## src/sv/rsm_pkg.sv

```systemverilog
// Shared types and constants for the motor, servo and mecanum PWM mixer.
// Used by every module of the block; depends on nothing.
package rsm_pkg;

    // Function codes of an input beat
    localparam logic [1:0] FUNC_TICK    = 2'd0;
    localparam logic [1:0] FUNC_MOTOR   = 2'd1;
    localparam logic [1:0] FUNC_SERVO   = 2'd2;
    localparam logic [1:0] FUNC_MECANUM = 2'd3;

    // Configuration register indexes
    localparam logic [1:0] CFG_WDOG_TICKS = 2'd0;
    localparam logic [1:0] CFG_DEADBAND   = 2'd1;

    // Register reset values
    localparam logic [7:0] WDOG_TICKS_RST = 8'd50;
    localparam logic [6:0] DEADBAND_RST   = 7'd5;

    // PWM encoding
    localparam logic [12:0] PWM_FULL  = 13'd4096;
    localparam logic [3:0]  SERVO_CH0 = 4'd11;

    // Servo: floor(p*1638/1000) == (p*SERVO_K) >> SERVO_SH for 0 <= p <= SERVO_PMAX
    localparam logic [11:0] SERVO_PMAX = 12'd2500;
    localparam logic [21:0] SERVO_K    = 22'd3435135;
    localparam int          SERVO_SH   = 21;

    // Motor duty: floor(4095*m/100) == (m*DUTY_K) >> DUTY_SH for 0 <= m <= 100
    localparam logic [6:0]  MAG_MAX = 7'd100;
    localparam logic [21:0] DUTY_K  = 22'd2683700;
    localparam int          DUTY_SH = 16;

    // Queue between front and back
    localparam int Q_DEPTH = 2;

    typedef enum logic [1:0] {
        K_TICK,
        K_MOTOR,
        K_SERVO,
        K_MECANUM
    } t_kind;

    // Classified item: vals[0..3] hold value_a..value_d
    typedef struct packed {
        t_kind            kind;
        logic [3:0][15:0] vals;
    } t_item;

    typedef struct packed {
        logic full;
        logic empty;
    } t_q_stat;

    // One PWM channel write
    typedef struct packed {
        logic [3:0]  channel;
        logic [12:0] on_count;
        logic [12:0] off_count;
        logic        last;
    } t_wr;

endpackage

```

## src/sv/robot_motor_servo_pwm_mixer.sv

```systemverilog
// A command beat passes the front register and the queue; the back end applies it
// as it pops it and stays in S_IDLE. A tick is popped in S_IDLE and passes S_PLAN
// and S_PICK before its first write enters the output register. Per tick, the
// sequencer visits S_PICK per changed servo or motor, then writes in S_SERVO or
// S_MOTOR while the output is free: one write per servo, three per motor.
// Reset (synchronous, active low): commands zero, watchdog inactive, registers 50/5.
module robot_motor_servo_pwm_mixer #(
    parameter int MOTOR_COUNT = 4
) (
    input  logic        i_clk,
    input  logic        i_rst_n,
    input  logic        i_in_valid,
    output logic        o_in_stall,
    input  logic [1:0]  i_func,
    input  logic [15:0] i_value_a,
    input  logic [15:0] i_value_b,
    input  logic [15:0] i_value_c,
    input  logic [15:0] i_value_d,
    output logic        o_out_valid,
    input  logic        i_out_stall,
    output logic [3:0]  o_channel,
    output logic [12:0] o_on_count,
    output logic [12:0] o_off_count,
    output logic        o_last,
    input  logic        i_cfg_valid,
    output logic        o_cfg_ready,
    input  logic [1:0]  i_cfg_index,
    input  logic [7:0]  i_cfg_data
);
    import rsm_pkg::*;

    t_item   f_item;
    logic    f_push;
    t_item   q_head;
    t_q_stat q_stat;
    logic    b_pop;
    t_wr     b_wr;

    // Registers accept a write in every cycle
    assign o_cfg_ready = 1'b1;

    rsm_front u_front (
        .i_clk      (i_clk),
        .i_rst_n    (i_rst_n),
        .i_in_valid (i_in_valid),
        .o_in_stall (o_in_stall),
        .i_func     (i_func),
        .i_value_a  (i_value_a),
        .i_value_b  (i_value_b),
        .i_value_c  (i_value_c),
        .i_value_d  (i_value_d),
        .i_q_stat   (q_stat),
        .o_push     (f_push),
        .o_item     (f_item)
    );

    rsm_queue u_queue (
        .i_clk   (i_clk),
        .i_rst_n (i_rst_n),
        .i_push  (f_push),
        .i_item  (f_item),
        .i_pop   (b_pop),
        .o_head  (q_head),
        .o_stat  (q_stat)
    );

    rsm_back #(
        .MOTOR_COUNT (MOTOR_COUNT)
    ) u_back (
        .i_clk       (i_clk),
        .i_rst_n     (i_rst_n),
        .i_cfg_valid (i_cfg_valid),
        .i_cfg_index (i_cfg_index),
        .i_cfg_data  (i_cfg_data),
        .i_head      (q_head),
        .i_q_stat    (q_stat),
        .o_pop       (b_pop),
        .o_out_valid (o_out_valid),
        .i_out_stall (i_out_stall),
        .o_wr        (b_wr)
    );

    // Split the write beat into its fields
    assign o_channel   = b_wr.channel;
    assign o_on_count  = b_wr.on_count;
    assign o_off_count = b_wr.off_count;
    assign o_last      = b_wr.last;

endmodule

```

## src/sv/rsm_front.sv

```systemverilog
// Input stage of the mixer: takes input beats, classifies the function code
// and hands classified items to the queue. Depends on rsm_pkg.
module rsm_front (
    input  logic           i_clk,
    input  logic           i_rst_n,
    input  logic           i_in_valid,
    output logic           o_in_stall,
    input  logic [1:0]     i_func,
    input  logic [15:0]    i_value_a,
    input  logic [15:0]    i_value_b,
    input  logic [15:0]    i_value_c,
    input  logic [15:0]    i_value_d,
    input  rsm_pkg::t_q_stat i_q_stat,
    output logic           o_push,
    output rsm_pkg::t_item o_item
);
    import rsm_pkg::*;

    logic  r_valid;
    t_item r_item;
    t_kind kind;
    logic  accept;

    // Classify the function code
    always_comb begin
        unique case (i_func)
            FUNC_TICK:    kind = K_TICK;
            FUNC_MOTOR:   kind = K_MOTOR;
            FUNC_SERVO:   kind = K_SERVO;
            FUNC_MECANUM: kind = K_MECANUM;
            default:      kind = K_TICK;
        endcase
    end

    // Stall only while the held item cannot move into a full queue
    assign o_in_stall = r_valid && i_q_stat.full;
    assign accept     = i_in_valid && !o_in_stall;
    assign o_push     = r_valid && !i_q_stat.full;
    assign o_item     = r_item;

    // Hold one classified beat
    always_ff @(posedge i_clk) begin
        if (!i_rst_n) begin
            r_valid <= 1'b0;
        end else if (accept) begin
            r_valid <= 1'b1;
        end else if (o_push) begin
            r_valid <= 1'b0;
        end
    end

    always_ff @(posedge i_clk) begin
        if (accept) begin
            r_item.kind <= kind;
            r_item.vals <= {i_value_d, i_value_c, i_value_b, i_value_a};
        end
    end

endmodule

```

## src/sv/rsm_queue.sv

```systemverilog
// Short item queue between the front and back parts of the mixer.
// Flip-flop storage, first in first out. Depends on rsm_pkg.
module rsm_queue (
    input  logic             i_clk,
    input  logic             i_rst_n,
    input  logic             i_push,
    input  rsm_pkg::t_item   i_item,
    input  logic             i_pop,
    output rsm_pkg::t_item   o_head,
    output rsm_pkg::t_q_stat o_stat
);
    import rsm_pkg::*;

    localparam int PW = (Q_DEPTH > 1) ? $clog2(Q_DEPTH) : 1;
    localparam int CW = $clog2(Q_DEPTH + 1);

    t_item           r_mem [Q_DEPTH];
    logic [PW-1:0]   r_wr_ptr;
    logic [PW-1:0]   r_rd_ptr;
    logic [CW-1:0]   r_count;

    assign o_head       = r_mem[r_rd_ptr];
    assign o_stat.full  = (r_count == CW'(Q_DEPTH));
    assign o_stat.empty = (r_count == '0);

    // Advance pointers and count
    always_ff @(posedge i_clk) begin
        if (!i_rst_n) begin
            r_wr_ptr <= '0;
            r_rd_ptr <= '0;
            r_count  <= '0;
        end else begin
            if (i_push) begin
                r_wr_ptr <= (r_wr_ptr == PW'(Q_DEPTH - 1)) ? '0 : r_wr_ptr + 1'b1;
            end
            if (i_pop) begin
                r_rd_ptr <= (r_rd_ptr == PW'(Q_DEPTH - 1)) ? '0 : r_rd_ptr + 1'b1;
            end
            if (i_push && !i_pop) begin
                r_count <= r_count + 1'b1;
            end else if (!i_push && i_pop) begin
                r_count <= r_count - 1'b1;
            end
        end
    end

    always_ff @(posedge i_clk) begin
        if (i_push) begin
            r_mem[r_wr_ptr] <= i_item;
        end
    end

    a_no_overflow: assert property (@(posedge i_clk) disable iff (!i_rst_n)
        (r_count == CW'(Q_DEPTH) && !i_pop) |-> !i_push)
        else $error("queue written while full");

    a_no_underflow: assert property (@(posedge i_clk) disable iff (!i_rst_n)
        i_pop |-> (r_count != '0))
        else $error("queue read while empty");

endmodule

```

## src/sv/rsm_back.sv

```systemverilog
// Execution part of the mixer: applies commands, runs the watchdog and
// sequences PWM channel writes for each tick. Depends on rsm_pkg.
module rsm_back #(
    parameter int MOTOR_COUNT = 4
) (
    input  logic             i_clk,
    input  logic             i_rst_n,
    input  logic             i_cfg_valid,
    input  logic [1:0]       i_cfg_index,
    input  logic [7:0]       i_cfg_data,
    input  rsm_pkg::t_item   i_head,
    input  rsm_pkg::t_q_stat i_q_stat,
    output logic             o_pop,
    output logic             o_out_valid,
    input  logic             i_out_stall,
    output rsm_pkg::t_wr     o_wr
);
    import rsm_pkg::*;

    localparam int MW = (MOTOR_COUNT > 1) ? $clog2(MOTOR_COUNT) : 1;

    typedef enum logic [2:0] {
        S_IDLE,
        S_PLAN,
        S_PICK,
        S_SERVO,
        S_MOTOR,
        S_WDOG
    } t_state;

    t_state                  r_state;
    logic [7:0]              r_wdog_ticks;
    logic [6:0]              r_deadband;
    logic signed [15:0]      r_servo_cmd  [4];
    logic signed [15:0]      r_servo_sent [4];
    logic signed [17:0]      r_motor_cmd  [MOTOR_COUNT];
    logic signed [17:0]      r_motor_sent [MOTOR_COUNT];
    logic signed [15:0]      r_mec_cmd    [3];
    logic signed [15:0]      r_mec_sent   [3];
    logic                    r_mec_mode;
    logic signed [8:0]       r_wd;
    logic [3:0]              r_srv_pend;
    logic [MOTOR_COUNT-1:0]  r_mot_pend;
    logic [1:0]              r_srv_idx;
    logic [MW-1:0]           r_mot_idx;
    logic [1:0]              r_sub;
    logic [11:0]             r_p12;
    logic [6:0]              r_mag;
    logic                    r_neg;
    logic                    r_out_valid;
    t_wr                     r_out;

    logic                    out_free;
    logic                    out_load;
    logic                    mec_diff;
    logic signed [17:0]      mix [4];
    logic signed [17:0]      my;
    logic signed [17:0]      mx;
    logic signed [17:0]      mw;
    logic [1:0]              srv_low;
    logic [MW-1:0]           mot_low;
    logic signed [15:0]      pos;
    logic [11:0]             p12;
    logic signed [17:0]      mv;
    logic [17:0]             mag_abs;
    logic [6:0]              mag_sel;
    logic [33:0]             servo_prod;
    logic [28:0]             duty_prod;
    logic [12:0]             duty;
    logic [3:0]              mot_ch;
    logic [3:0]              srv_rest;
    logic [MOTOR_COUNT-1:0]  mot_rest;
    t_wr                     wr;

    assign out_free    = !r_out_valid || !i_out_stall;
    assign out_load    = out_free && (r_state == S_SERVO || r_state == S_MOTOR);
    assign o_pop       = (r_state == S_IDLE) && !i_q_stat.empty;
    assign o_out_valid = r_out_valid;
    assign o_wr        = r_out;

    // Mecanum mix of the current velocity commands
    assign my = 18'(r_mec_cmd[0]);
    assign mx = 18'(r_mec_cmd[1]);
    assign mw = 18'(r_mec_cmd[2]);
    assign mix[0] = my - mx - mw;
    assign mix[1] = my + mx - mw;
    assign mix[2] = my - mx + mw;
    assign mix[3] = my + mx + mw;
    assign mec_diff = (r_mec_cmd[0] != r_mec_sent[0]) || (r_mec_cmd[1] != r_mec_sent[1]) ||
                      (r_mec_cmd[2] != r_mec_sent[2]);

    // Pick the lowest pending servo and motor
    always_comb begin
        srv_low = '0;
        for (int i = 3; i >= 0; i--) begin
            if (r_srv_pend[i]) begin
                srv_low = 2'(i);
            end
        end
        mot_low = '0;
        for (int i = MOTOR_COUNT - 1; i >= 0; i--) begin
            if (r_mot_pend[i]) begin
                mot_low = MW'(i);
            end
        end
    end

    // Clamp the servo position into the exact range of the reciprocal
    always_comb begin
        pos = r_servo_cmd[srv_low];
        if (pos[15] || pos == 16'sd0) begin
            p12 = '0;
        end else if (pos > 16'(SERVO_PMAX)) begin
            p12 = SERVO_PMAX;
        end else begin
            p12 = pos[11:0];
        end
    end

    // Deadband and clamp the motor speed magnitude
    always_comb begin
        mv      = r_motor_cmd[mot_low];
        mag_abs = mv[17] ? 18'(-mv) : 18'(mv);
        if (mag_abs <= 18'(r_deadband)) begin
            mag_sel = '0;
        end else if (mag_abs > 18'(MAG_MAX)) begin
            mag_sel = MAG_MAX;
        end else begin
            mag_sel = mag_abs[6:0];
        end
    end

    // Scale into PWM counts
    assign servo_prod = 34'(r_p12) * 34'(SERVO_K);
    assign duty_prod  = 29'(r_mag) * 29'(DUTY_K);
    assign duty       = {1'b0, duty_prod[DUTY_SH+11:DUTY_SH]};
    assign mot_ch     = (4'(r_mot_idx) << 1) + 4'(r_mot_idx) + 4'(r_sub);

    // Pending work left once the current item is done
    always_comb begin
        srv_rest = r_srv_pend;
        srv_rest[r_srv_idx] = 1'b0;
        mot_rest = r_mot_pend;
        mot_rest[r_mot_idx] = 1'b0;
    end

    // Build the channel write of the current step
    always_comb begin
        wr.channel   = SERVO_CH0 + 4'(r_srv_idx);
        wr.on_count  = '0;
        wr.off_count = {1'b0, servo_prod[SERVO_SH+11:SERVO_SH]};
        wr.last      = (srv_rest == '0) && (r_mot_pend == '0);
        if (r_state == S_MOTOR) begin
            wr.channel = mot_ch;
            wr.last    = (r_sub == 2'd2) && (r_srv_pend == '0) && (mot_rest == '0);
            unique case (r_sub)
                2'd0: begin
                    wr.on_count  = (r_mag != '0 && !r_neg) ? PWM_FULL : 13'd0;
                    wr.off_count = (r_mag != '0 && !r_neg) ? 13'd0 : PWM_FULL;
                end
                2'd1: begin
                    wr.on_count  = (r_mag != '0 && r_neg) ? PWM_FULL : 13'd0;
                    wr.off_count = (r_mag != '0 && r_neg) ? 13'd0 : PWM_FULL;
                end
                default: begin
                    wr.on_count  = '0;
                    wr.off_count = (r_mag != '0) ? duty : PWM_FULL;
                end
            endcase
        end
    end

    // Configuration registers
    always_ff @(posedge i_clk) begin
        if (!i_rst_n) begin
            r_wdog_ticks <= WDOG_TICKS_RST;
            r_deadband   <= DEADBAND_RST;
        end else if (i_cfg_valid) begin
            if (i_cfg_index == CFG_WDOG_TICKS) begin
                r_wdog_ticks <= i_cfg_data;
            end
            if (i_cfg_index == CFG_DEADBAND) begin
                r_deadband <= i_cfg_data[6:0];
            end
        end
    end

    // Sequencer: commands, tick planning, channel writes, watchdog
    always_ff @(posedge i_clk) begin
        if (!i_rst_n) begin
            r_state     <= S_IDLE;
            r_mec_mode  <= 1'b0;
            r_wd        <= -9'sd1;
            r_srv_pend  <= '0;
            r_mot_pend  <= '0;
            r_srv_idx   <= '0;
            r_mot_idx   <= '0;
            r_sub       <= '0;
            r_out_valid <= 1'b0;
            for (int i = 0; i < 4; i++) begin
                r_servo_cmd[i]  <= '0;
                r_servo_sent[i] <= '0;
            end
            for (int i = 0; i < MOTOR_COUNT; i++) begin
                r_motor_cmd[i]  <= '0;
                r_motor_sent[i] <= '0;
            end
            for (int i = 0; i < 3; i++) begin
                r_mec_cmd[i]  <= '0;
                r_mec_sent[i] <= '0;
            end
        end else begin
            // load a new write, or drop a delivered one
            if (out_load) begin
                r_out_valid <= 1'b1;
            end else if (r_out_valid && !i_out_stall) begin
                r_out_valid <= 1'b0;
            end
            unique case (r_state)
                S_IDLE: begin
                    if (o_pop) begin
                        unique case (i_head.kind)
                            K_MOTOR: begin
                                for (int i = 0; i < MOTOR_COUNT; i++) begin
                                    r_motor_cmd[i] <= 18'($signed(i_head.vals[i]));
                                end
                                r_mec_mode <= 1'b0;
                                r_wd       <= 9'($unsigned(r_wdog_ticks));
                            end
                            K_SERVO: begin
                                for (int i = 0; i < 4; i++) begin
                                    r_servo_cmd[i] <= $signed(i_head.vals[i]);
                                end
                                r_mec_mode <= 1'b0;
                                r_wd       <= 9'($unsigned(r_wdog_ticks));
                            end
                            K_MECANUM: begin
                                for (int i = 0; i < 3; i++) begin
                                    r_mec_cmd[i] <= $signed(i_head.vals[i]);
                                end
                                r_mec_mode <= 1'b1;
                                r_wd       <= 9'($unsigned(r_wdog_ticks));
                            end
                            default: begin
                                r_state <= S_PLAN;
                            end
                        endcase
                    end
                end
                S_PLAN: begin
                    for (int i = 0; i < 4; i++) begin
                        r_srv_pend[i]   <= (r_servo_cmd[i] != r_servo_sent[i]);
                        r_servo_sent[i] <= r_servo_cmd[i];
                    end
                    if (!r_mec_mode) begin
                        for (int i = 0; i < MOTOR_COUNT; i++) begin
                            r_mot_pend[i]   <= (r_motor_cmd[i] != r_motor_sent[i]);
                            r_motor_sent[i] <= r_motor_cmd[i];
                        end
                    end else begin
                        r_mot_pend <= {MOTOR_COUNT{mec_diff}};
                        if (mec_diff) begin
                            for (int i = 0; i < 3; i++) begin
                                r_mec_sent[i] <= r_mec_cmd[i];
                            end
                            for (int i = 0; i < MOTOR_COUNT; i++) begin
                                r_motor_cmd[i] <= mix[i];
                            end
                        end
                    end
                    r_state <= S_PICK;
                end
                S_PICK: begin
                    if (r_srv_pend != '0) begin
                        r_srv_idx <= srv_low;
                        r_p12     <= p12;
                        r_state   <= S_SERVO;
                    end else if (r_mot_pend != '0) begin
                        r_mot_idx <= mot_low;
                        r_mag     <= mag_sel;
                        r_neg     <= mv[17];
                        r_sub     <= '0;
                        r_state   <= S_MOTOR;
                    end else begin
                        r_state <= S_WDOG;
                    end
                end
                S_SERVO: begin
                    if (out_free) begin
                        r_out       <= wr;
                        r_srv_pend  <= srv_rest;
                        r_state     <= S_PICK;
                    end
                end
                S_MOTOR: begin
                    if (out_free) begin
                        r_out       <= wr;
                        if (r_sub == 2'd2) begin
                            r_mot_pend <= mot_rest;
                            r_state    <= S_PICK;
                        end else begin
                            r_sub <= r_sub + 2'd1;
                        end
                    end
                end
                S_WDOG: begin
                    // step the watchdog and zero all commands on expiry
                    if (!r_wd[8]) begin
                        r_wd <= r_wd - 9'sd1;
                        if (r_wd == 9'sd1) begin
                            for (int i = 0; i < 4; i++) begin
                                r_servo_cmd[i] <= '0;
                            end
                            for (int i = 0; i < MOTOR_COUNT; i++) begin
                                r_motor_cmd[i] <= '0;
                            end
                            for (int i = 0; i < 3; i++) begin
                                r_mec_cmd[i] <= '0;
                            end
                        end
                    end
                    r_state <= S_IDLE;
                end
                default: begin
                    r_state <= S_IDLE;
                end
            endcase
        end
    end

    a_wdog_zero: assert property (@(posedge i_clk) disable iff (!i_rst_n)
        (r_state == S_WDOG && r_wd == 9'sd1) |=>
        (r_servo_cmd[0] == 16'sd0 && r_servo_cmd[3] == 16'sd0 && r_mec_cmd[0] == 16'sd0))
        else $error("watchdog expiry did not zero commands");

    a_mag_range: assert property (@(posedge i_clk) disable iff (!i_rst_n)
        (r_state == S_MOTOR) |-> (r_mag <= MAG_MAX))
        else $error("motor magnitude out of range");

    a_pend_shrink: assert property (@(posedge i_clk) disable iff (!i_rst_n)
        (r_state != S_PLAN) |=> ((r_srv_pend & ~$past(r_srv_pend)) == 4'b0))
        else $error("servo pending set outside planning");

    a_wdog_done: assert property (@(posedge i_clk) disable iff (!i_rst_n)
        (r_state == S_WDOG) |-> (r_srv_pend == '0 && r_mot_pend == '0))
        else $error("tick closed with writes pending");

endmodule
```

## config.mk

```make
export PLATFORM = sky130hd
export DESIGN_NAME = robot_motor_servo_pwm_mixer
export DESIGN_NICKNAME = d
export VERILOG_FILES = /design/src/sv/rsm_pkg.sv /design/src/sv/robot_motor_servo_pwm_mixer.sv /design/src/sv/rsm_front.sv /design/src/sv/rsm_queue.sv /design/src/sv/rsm_back.sv
export SDC_FILE = /design/constraint.sdc
export NUM_CORES = 1
export LEC_CHECK = 0
export ABC_AREA = 1
export CELL_PAD_IN_SITES_DETAIL_PLACEMENT = 0
export CELL_PAD_IN_SITES_GLOBAL_PLACEMENT = 2
export CORE_UTILIZATION = 39
export CTS_BUF_LIST = sky130_fd_sc_hd__clkbuf_16
export DETAILED_ROUTE_END_ITERATION = 12
export DONT_BUFFER_PORTS = 1
export PLACE_DENSITY_LB_ADDON = 0.05
export SLEW_MARGIN = 30
export SYNTH_ARGS = -nofsm -noshare
export SYNTH_HDL_FRONTEND = slang
export SYNTH_HIERARCHICAL = 1
export SYNTH_SLANG_ARGS = --single-unit
```

## constraint.sdc

```tcl
create_clock -name i_clk -period 9.24 [get_ports i_clk]
set_input_delay 1.848 -clock i_clk [delete_from_list [all_inputs] [get_ports i_clk]]
set_output_delay 1.848 -clock i_clk [all_outputs]
set_load 0.03 [all_outputs]
```

==> results of run 1 <==
[critical path, cell delays in order, from the launching register on]
cell      delay (ns)
edfxtp_1        0.54
fa_1            0.67
inv_1           0.13
fa_1            0.52
inv_1           0.06
fa_1            0.50
fa_1            0.54
inv_1           0.05
fa_1            0.52
inv_1           0.04
ha_1            0.34
nand2_1         0.12
inv_1           0.06
a21oi_1         0.14
o21ai_0         0.12
nand2_1         0.07
nand3_1         0.17
a21oi_1         0.34
o21ai_0         0.23
or2_2           0.32
nand3_1         0.06
o21ai_0         0.08
[sequential cells by signal, summed over array words and instances, names as in the netlist, 2 cells and up, named ones only]
name                 cells
u_queue/r_mem          132
u_back/r_motor_cmd      72
u_back/r_motor_sent     72
u_front/o_item          66
u_back/r_servo_cmd      64
u_back/r_servo_sent     64
u_back/r_mec_cmd        48
u_back/r_mec_sent       48
u_back/o_wr             19
u_back/r_p12            12
u_back/r_wd              9
u_back/r_wdog_ticks      8
u_back/r_deadband        7
u_back/r_mag             7
u_back/r_mot_pend        4
u_back/r_srv_pend        4
u_back/r_state           3
u_back/r_mot_idx         2
u_back/r_srv_idx         2
u_back/r_sub             2
u_queue/r_count          2
[through the flow]
stage / power, mW / hold slack [ns] / area, um^2 / instances
detailed placement: 9.32 / 0.431 / 41600 / 5602
global route: 13.3 / 0.451 / 44300 / 5743
global placement: 9.36 / 0.422 / 41600 / 5602
floorplan: 7.59 / 0.421 / 40300 / 4352
CTS: 12.6 / 0.442 / 44300 / 5743
finish: 12.5 / 0.438 / 44300 / 5744
[placed cells by master (no fill, tap or decap), types with 13 or more instances in the layout]
master / n
inv_1: 691
ha_1: 290
nor2_1: 560
clkbuf_16: 78
edfxtp_1: 519
nand2_2: 14
xnor2_1: 94
mux2_2: 26
clkinv_1: 17
o22ai_1: 20
nor4_1: 20
buf_4: 27
or2_2: 37
nand3_1: 167
a21oi_1: 264
o211ai_1: 15
inv_2: 14
nand4_1: 50
a31oi_1: 15
xor2_1: 129
nand2_1: 610
o21ai_0: 211
dfxtp_1: 134
fa_1: 114
mux2_4: 40
nor3_1: 34
conb_1: 13
[layout make-up]
class	count	area share, %
Clock buffer	78	4.41
Inverter	697	5.91
Tap cell	1368	3.86
Sequential cell	654	41.3
Antenna cell	1	0.00565
Multi-Input combinational cell	2855	42.5
Clock inverter	63	1.58
Timing Repair Buffer	28	0.483
[routing by layer]
metal | GRT usage [%] | vias up | wire length [um]
met2 | 41.2 | 546 | 60400
met3 | 2.71 | 143 | 4310
met5 | 0 | - | 13
met1 | 31.8 | 13600 | 56300
met4 | 6.69 | 2 | 3360
li1 | - | 14200 | -
[cell families (layout without fill, tap and decap cells)]
family,Yosys count,count (layout)
flops,654,654
mux,67,67
xor+xnor,223,223
simple gates,1534,1534
buf+inv,843,866
fa+ha+maj,404,404
compound gates,614,614
other cells,2,14
[power breakdown]
group	internal, mW	leakage (nW)	switching (mW)	total [mW]
sequential	3.66	6.25	0.323	3.98
combinational	1.62	11.5	3.69	5.31
clock	1.87	1.32	1.31	3.18
[worst min-delay path by stage]
stage | end | cells after the start
after detailed placement | u_queue/r_mem[1][56]$_DFFE_PP_ | 0
after floorplan | u_queue/r_mem[0][0]$_DFFE_PP_ | 0
after global placement | u_queue/r_mem[0][56]$_DFFE_PP_ | 0
final | u_queue/r_mem[1][18]$_DFFE_PP_ | 0
after global routing | u_queue/r_mem[1][39]$_DFFE_PP_ | 0
after CTS | u_queue/r_mem[1][16]$_DFFE_PP_ | 0
==> flow_summary_export.csv, run 1 <==
group,metric,value,unit
synthesis,synth_cells,4341,
drt,num_vias,28500,
drt,firstDrtPassIters,7,
min_path,min_from,"u_front/o_item[18]$_DFFE_PP_",
synthesis,avgSynthCellArea,9.28,um^2
place,io_buffers,0,
synthesis,synth-compound-area-share,8.48,%
final_layout,multi_input_area,18800,um^2
power_and_ir_drop,leakage,19.0,nW
sta,skew,0.0448,ns
die,fp.dieH,323,um
sta,finalSetupTns,0,ns
drt,route.antenna.remaining_nets,0,
critical_path,r2r-start,"u_back/r_p12[9]$_SDFFCE_PP0P_",
cts,cts_buffer_depth,3,
synthesis,ys_types,67,
synthesis,synth_fa_ha_area_share,14.7,%
synthesis,synth_commonest_cells,"inv_1, nand2_1, nor2_1",
grt,grt_pass1_wl,184,mm
critical_path,critPathCapture,"u_back/o_wr[7]$_DFFE_PP_",
sta,setup_viol,0,
critical_path,r2r_end,"u_back/o_wr[7]$_DFFE_PP_",
synthesis,synth.area.mux_share,2.24,%
sta,finalHoldViolations,0,
synthesis,synthSimpleGateAreaFrac,16.1,%
synthesis,synth_top_family_by_area,"simple AND/OR/NAND/NOR gates",
synthesis,yosys-top-cells-area,"edfxtp_1, ha_1, dfxtp_1",
critical_path,cp-end-kind,"register",
synthesis,synth.most_common_cell,"inv_1",
final_layout,utilization,43.3,%
place,routabilityCongestion,0.855,
sta,worst_slack,3.39,ns
final_layout,fillers,10100,
cts,cts-buffers-inserted,77,
grt,grt_max_degree,73,
critical_path,critPathKind,"reg2reg",
grt,grt_remaining_overflow,0,
critical_path,cp-startpoint,"u_back/r_p12[9]$_SDFFCE_PP0P_",
synthesis,ys_seq_area_share,45.4,%
grt,grtUsageTotal,24.0,%
synthesis,synth_edf_count,519,
critical_path,r2r_slack,3.39,ns
final_layout,nets,4798,
critical_path,cp_max_fo,6,
critical_path,critPathLaunchType,"register",
sta,rsz0062_at_grt,"false",
die,dieArea,105000,um^2
cts,cts_tree,"built",
grt,antenna_found_initial,3,
synthesis,synth_top_area_cell,"edfxtp_1",
drt,drc,0,
final_layout,drive_gt1_share,7.04,%
critical_path,r2r_cells,21,
sta,fin_crit_sh,63.3,%
cts,hold_buffers,0,
synthesis,synth-seq-cells,654,
cts,root_buffer,"clkbuf_16",
power_and_ir_drop,power_density,282,nW/um^2
grt,grt_pass1_vias,28600,
cts,clock-sinks,654,
cts,clk_latency,0.66,ns
die,coreArea,102000,um^2
drt,wl,124,mm
job,drv_cap,0,
place,place_ws,3.36,ns
synthesis,synth_xor_area_share,4.85,%
die,start_util,39.4,%
power_and_ir_drop,ir_worst_vdd,0.247,mV
min_path,hp-class,"reg2reg",
synthesis,syn-cell-area,40300,um^2
cts,cts_resized,0,
synthesis,ys_async_sr_fraction,0,%
synthesis,ys.flop_type,"edfxtp_1",
synthesis,yosys_warnings,6,
sta,post-route-min-period,5.85,ns
drt,viasPerCell,4.97,
drt,initialDrtViolationCount,1967,
drt,wl_per_cell,21.7,um
cts,postCtsSetupRepairBufs,0,
critical_path,cp.required,9.64,ns
cts,cts_max_level,3,
die,ioPinCount,115,
synthesis,synth_top_area_share,38.7,%
final_layout,synthToLayoutAreaGrowth,9.89,%
place,dp_hpwl,96.0,mm
sta,slew_viol_final,0,
sta,worst_pin_slew,0.983,ns
sta,fmax,171,MHz
cts,clk_pin_slew,0.06,ns
run_status,outcome,"completed",
final_layout,seqCellArea,18300,um^2
sta,relSlewSlack,34.5,%
critical_path,cp.arrival,6.25,ns
die,fp-row-count,117,
die,die_x,323,um
(Power assumes the default switching activity.)
==> run 2: changes to the inputs <==
CORE_UTILIZATION = 38   (was 39)
clock period = 5 ns   (was 9.24 ns; I/O delays follow)
==> run 2 against run 1 <==
Against the previous run: the run now ends with negative setup slack left; global-route usage fell by 0.48 points; via count rose by 1.3%; combinational power rose by 90%; worst setup slack got worse by 3.4 ns; critical path depth fell by 2; non-clock buffer count rose by 106; largest power group unchanged.
==> flow_summary_export.csv, run 2 (synthesis results as in run 1) <==
group,metric,value,unit
min_path,hold_end,"u_back/r_wd[2]$_SDFFE_PN1P_",
cts,clk_pin_slew,0.07,ns
job,drv_cap,0,
critical_path,critPathMaxStageDelay,0.65,ns
final_layout,top_register,"u_queue/r_mem",
critical_path,crit_top_cell,"fa_1",
cts,cts_max_level,3,
cts,cts_tree,"built",
final_layout,fillers,10400,
power_and_ir_drop,leakage,19.6,nW
drt,route.antenna.remaining_nets,0,
critical_path,cp.arrival,5.43,ns
final_layout,utilization,43.2,%
final_layout,mostFrequentLayoutCell,"inv_1",
sta,slew_viol_final,0,
sta,rsz0062_at_grt,"true",
critical_path,critPathLaunchType,"register",
sta,post-route-min-period,5.01,ns
grt,grt_pass1_wl,187,mm
final_layout,largest_reg_flops,132,
power_and_ir_drop,power,23.4,mW
cts,clock-sinks,654,
cts,cts_buffer_depth,3,
die,start_util,38.3,%
final_layout,layout_common_cells,"inv_1, nand2_1, nor2_1",
sta,skew,0.0277,ns
final_layout,multi_input_area,19100,um^2
final_layout,largest_registers,"u_queue/r_mem x132, u_back/r_motor_cmd x72, u_back/r_motor_sent x72",
final_layout,seqCellArea,18300,um^2
place,routabilityCongestion,0.881,
critical_path,worstPathCellList,"fa_2, buf_6, fa_1, fa_1, fa_1, inv_2, fa_1, inv_2, ha_4, a21o_1, a21oi_2, o21ai_1, nand2_1, nand3_4, a21oi_4, o21ai_4, or2_4, nand3_1, o21ai_1",
die,fp.dieH,328,um
place,place_area,42400,um^2
cts,cts-buffers-inserted,79,
drt,wl,126,mm
grt,grt_pass1_vias,29000,
place,dp_hpwl,99.4,mm
die,dieArea,107000,um^2
sta,worst_pin_slew,1.06,ns
place,dp_cells,5717,
final_layout,final_cell_area,45500,um^2
critical_path,cp-end-kind,"register",
place,io_buffers,0,
critical_path,r2r_end,"u_back/o_wr[7]$_DFFE_PP_",
sta,worst_slack,-0.0106,ns
drt,drc,0,
final_layout,drive_gt1_share,10.5,%
grt,antenna_found_initial,4,
critical_path,cp.required,5.42,ns
sta,relSlewSlack,28.4,%
critical_path,r2r_cells,19,
final_layout,final_cells,5875,
grt,grt_max_degree,67,
critical_path,r2r_slack,-0.01,ns
min_path,min_delay_path_depth,1,
drt,wl_per_cell,21.5,um
sta,fin_crit_sh,100,%
sta,finalSetupTns,-0.0179,ns
critical_path,cp_max_fo,4,
final_layout,antennaDiodeCount,0,
min_path,min_from,"i_rst_n",
min_path,hp-class,"in2reg",
critical_path,r2r-start,"u_back/r_p12[11]$_SDFFCE_PP0P_",
run_status,violations,"negative setup slack",
sta,finalHoldViolations,0,
grt,grt_remaining_overflow,0,
drt,num_vias,28900,
sta,fmax,200,MHz
die,coreArea,105000,um^2
power_and_ir_drop,ir_worst_vdd,0.424,mV
die,die_x,328,um
sta,setup_viol,2,
grt,grtUsageTotal,23.5,%
drt,initialDrtViolationCount,1690,
power_and_ir_drop,power_density,513,nW/um^2
drt,firstDrtPassIters,6,
critical_path,critPathKind,"reg2reg",
cts,clk_latency,0.66,ns
die,ioPinCount,115,
cts,root_buffer,"clkbuf_16",
run_status,outcome,"finished, violations left",
die,fp-row-count,119,
final_layout,nets,4906,
critical_path,cp_slowest_cell,"fa_2",
final_layout,synthToLayoutAreaGrowth,13.0,%
drt,viasPerCell,4.92,
==> run 2: area by class of cell <==
class | instances | share of cell area, %
Multi-Input combinational cell | 2855 | 42.0
Sequential cell | 654 | 40.2
Timing Repair Buffer | 134 | 2.37
Tap cell | 1391 | 3.82
Inverter | 697 | 5.76
Clock buffer | 80 | 4.40
Clock inverter | 64 | 1.49
==> run 2: worst max path at each step <==
stage	start	to	slack [ns]
finish	u_back/r_p12[11]$_SDFFCE_PP0P_	u_back/o_wr[7]$_DFFE_PP_	-0.01
global route	u_back/r_p12[11]$_SDFFCE_PP0P_	u_back/o_wr[9]$_DFFE_PP_	-0.23
CTS	u_back/r_p12[9]$_SDFFCE_PP0P_	u_back/o_wr[9]$_DFFE_PP_	-0.008
detailed placement	u_back/r_p12[11]$_SDFFCE_PP0P_	u_back/o_wr[7]$_DFFE_PP_	-0.34
global placement	u_back/r_p12[11]$_SDFFCE_PP0P_	u_back/o_wr[7]$_DFFE_PP_	-0.36
floorplan	u_back/r_p12[3]$_SDFFCE_PP0P_	u_back/o_wr[7]$_DFFE_PP_	0.004
==> run 2: timing repair <==
item,in CTS,in global routing
gates resized for setup,28,54
hold buffers,0,0
setup endpoints to repair,10,11
buffers inserted,4,10
pin swaps,26,34
==> run 2: per-layer routing <==
layer	up-vias	track usage [%]	wire, um
met4	0	7.48	4070
met2	508	40.0	60800
li1	14400	-	-
met5	-	0	0
met1	13800	31.3	57700
met3	165	2.54	3530
==> run 2: per-stage QoR <==
stage,hold WS [ns],worst slack [ns]
6_report,0.431,-0.0106
3_3_place_gp,0.422,-0.362
4_1_cts,0.377,-0.00764
3_5_place_dp,0.429,-0.337
5_1_grt,0.393,-0.231
2_1_floorplan,0.421,0.00432
==> run 2: report_power, final <==
group / switching, mW / total [mW] / internal, mW
clock network: 2.43 / 5.90 / 3.47
logic: 6.91 / 10.1 / 3.22
registers: 0.577 / 7.33 / 6.75
==> run 2: critical path: cells and delay by family (launching register included) <==
kind / cells / cell delay [ns]
flip-flops: 1 / 0.42
adder cells (fa/ha/maj): 6 / 2.84
AND/OR/NAND/NOR: 4 / 0.53
AO/OA/AOI/OAI: 6 / 0.80
buffers and inverters: 3 / 0.20
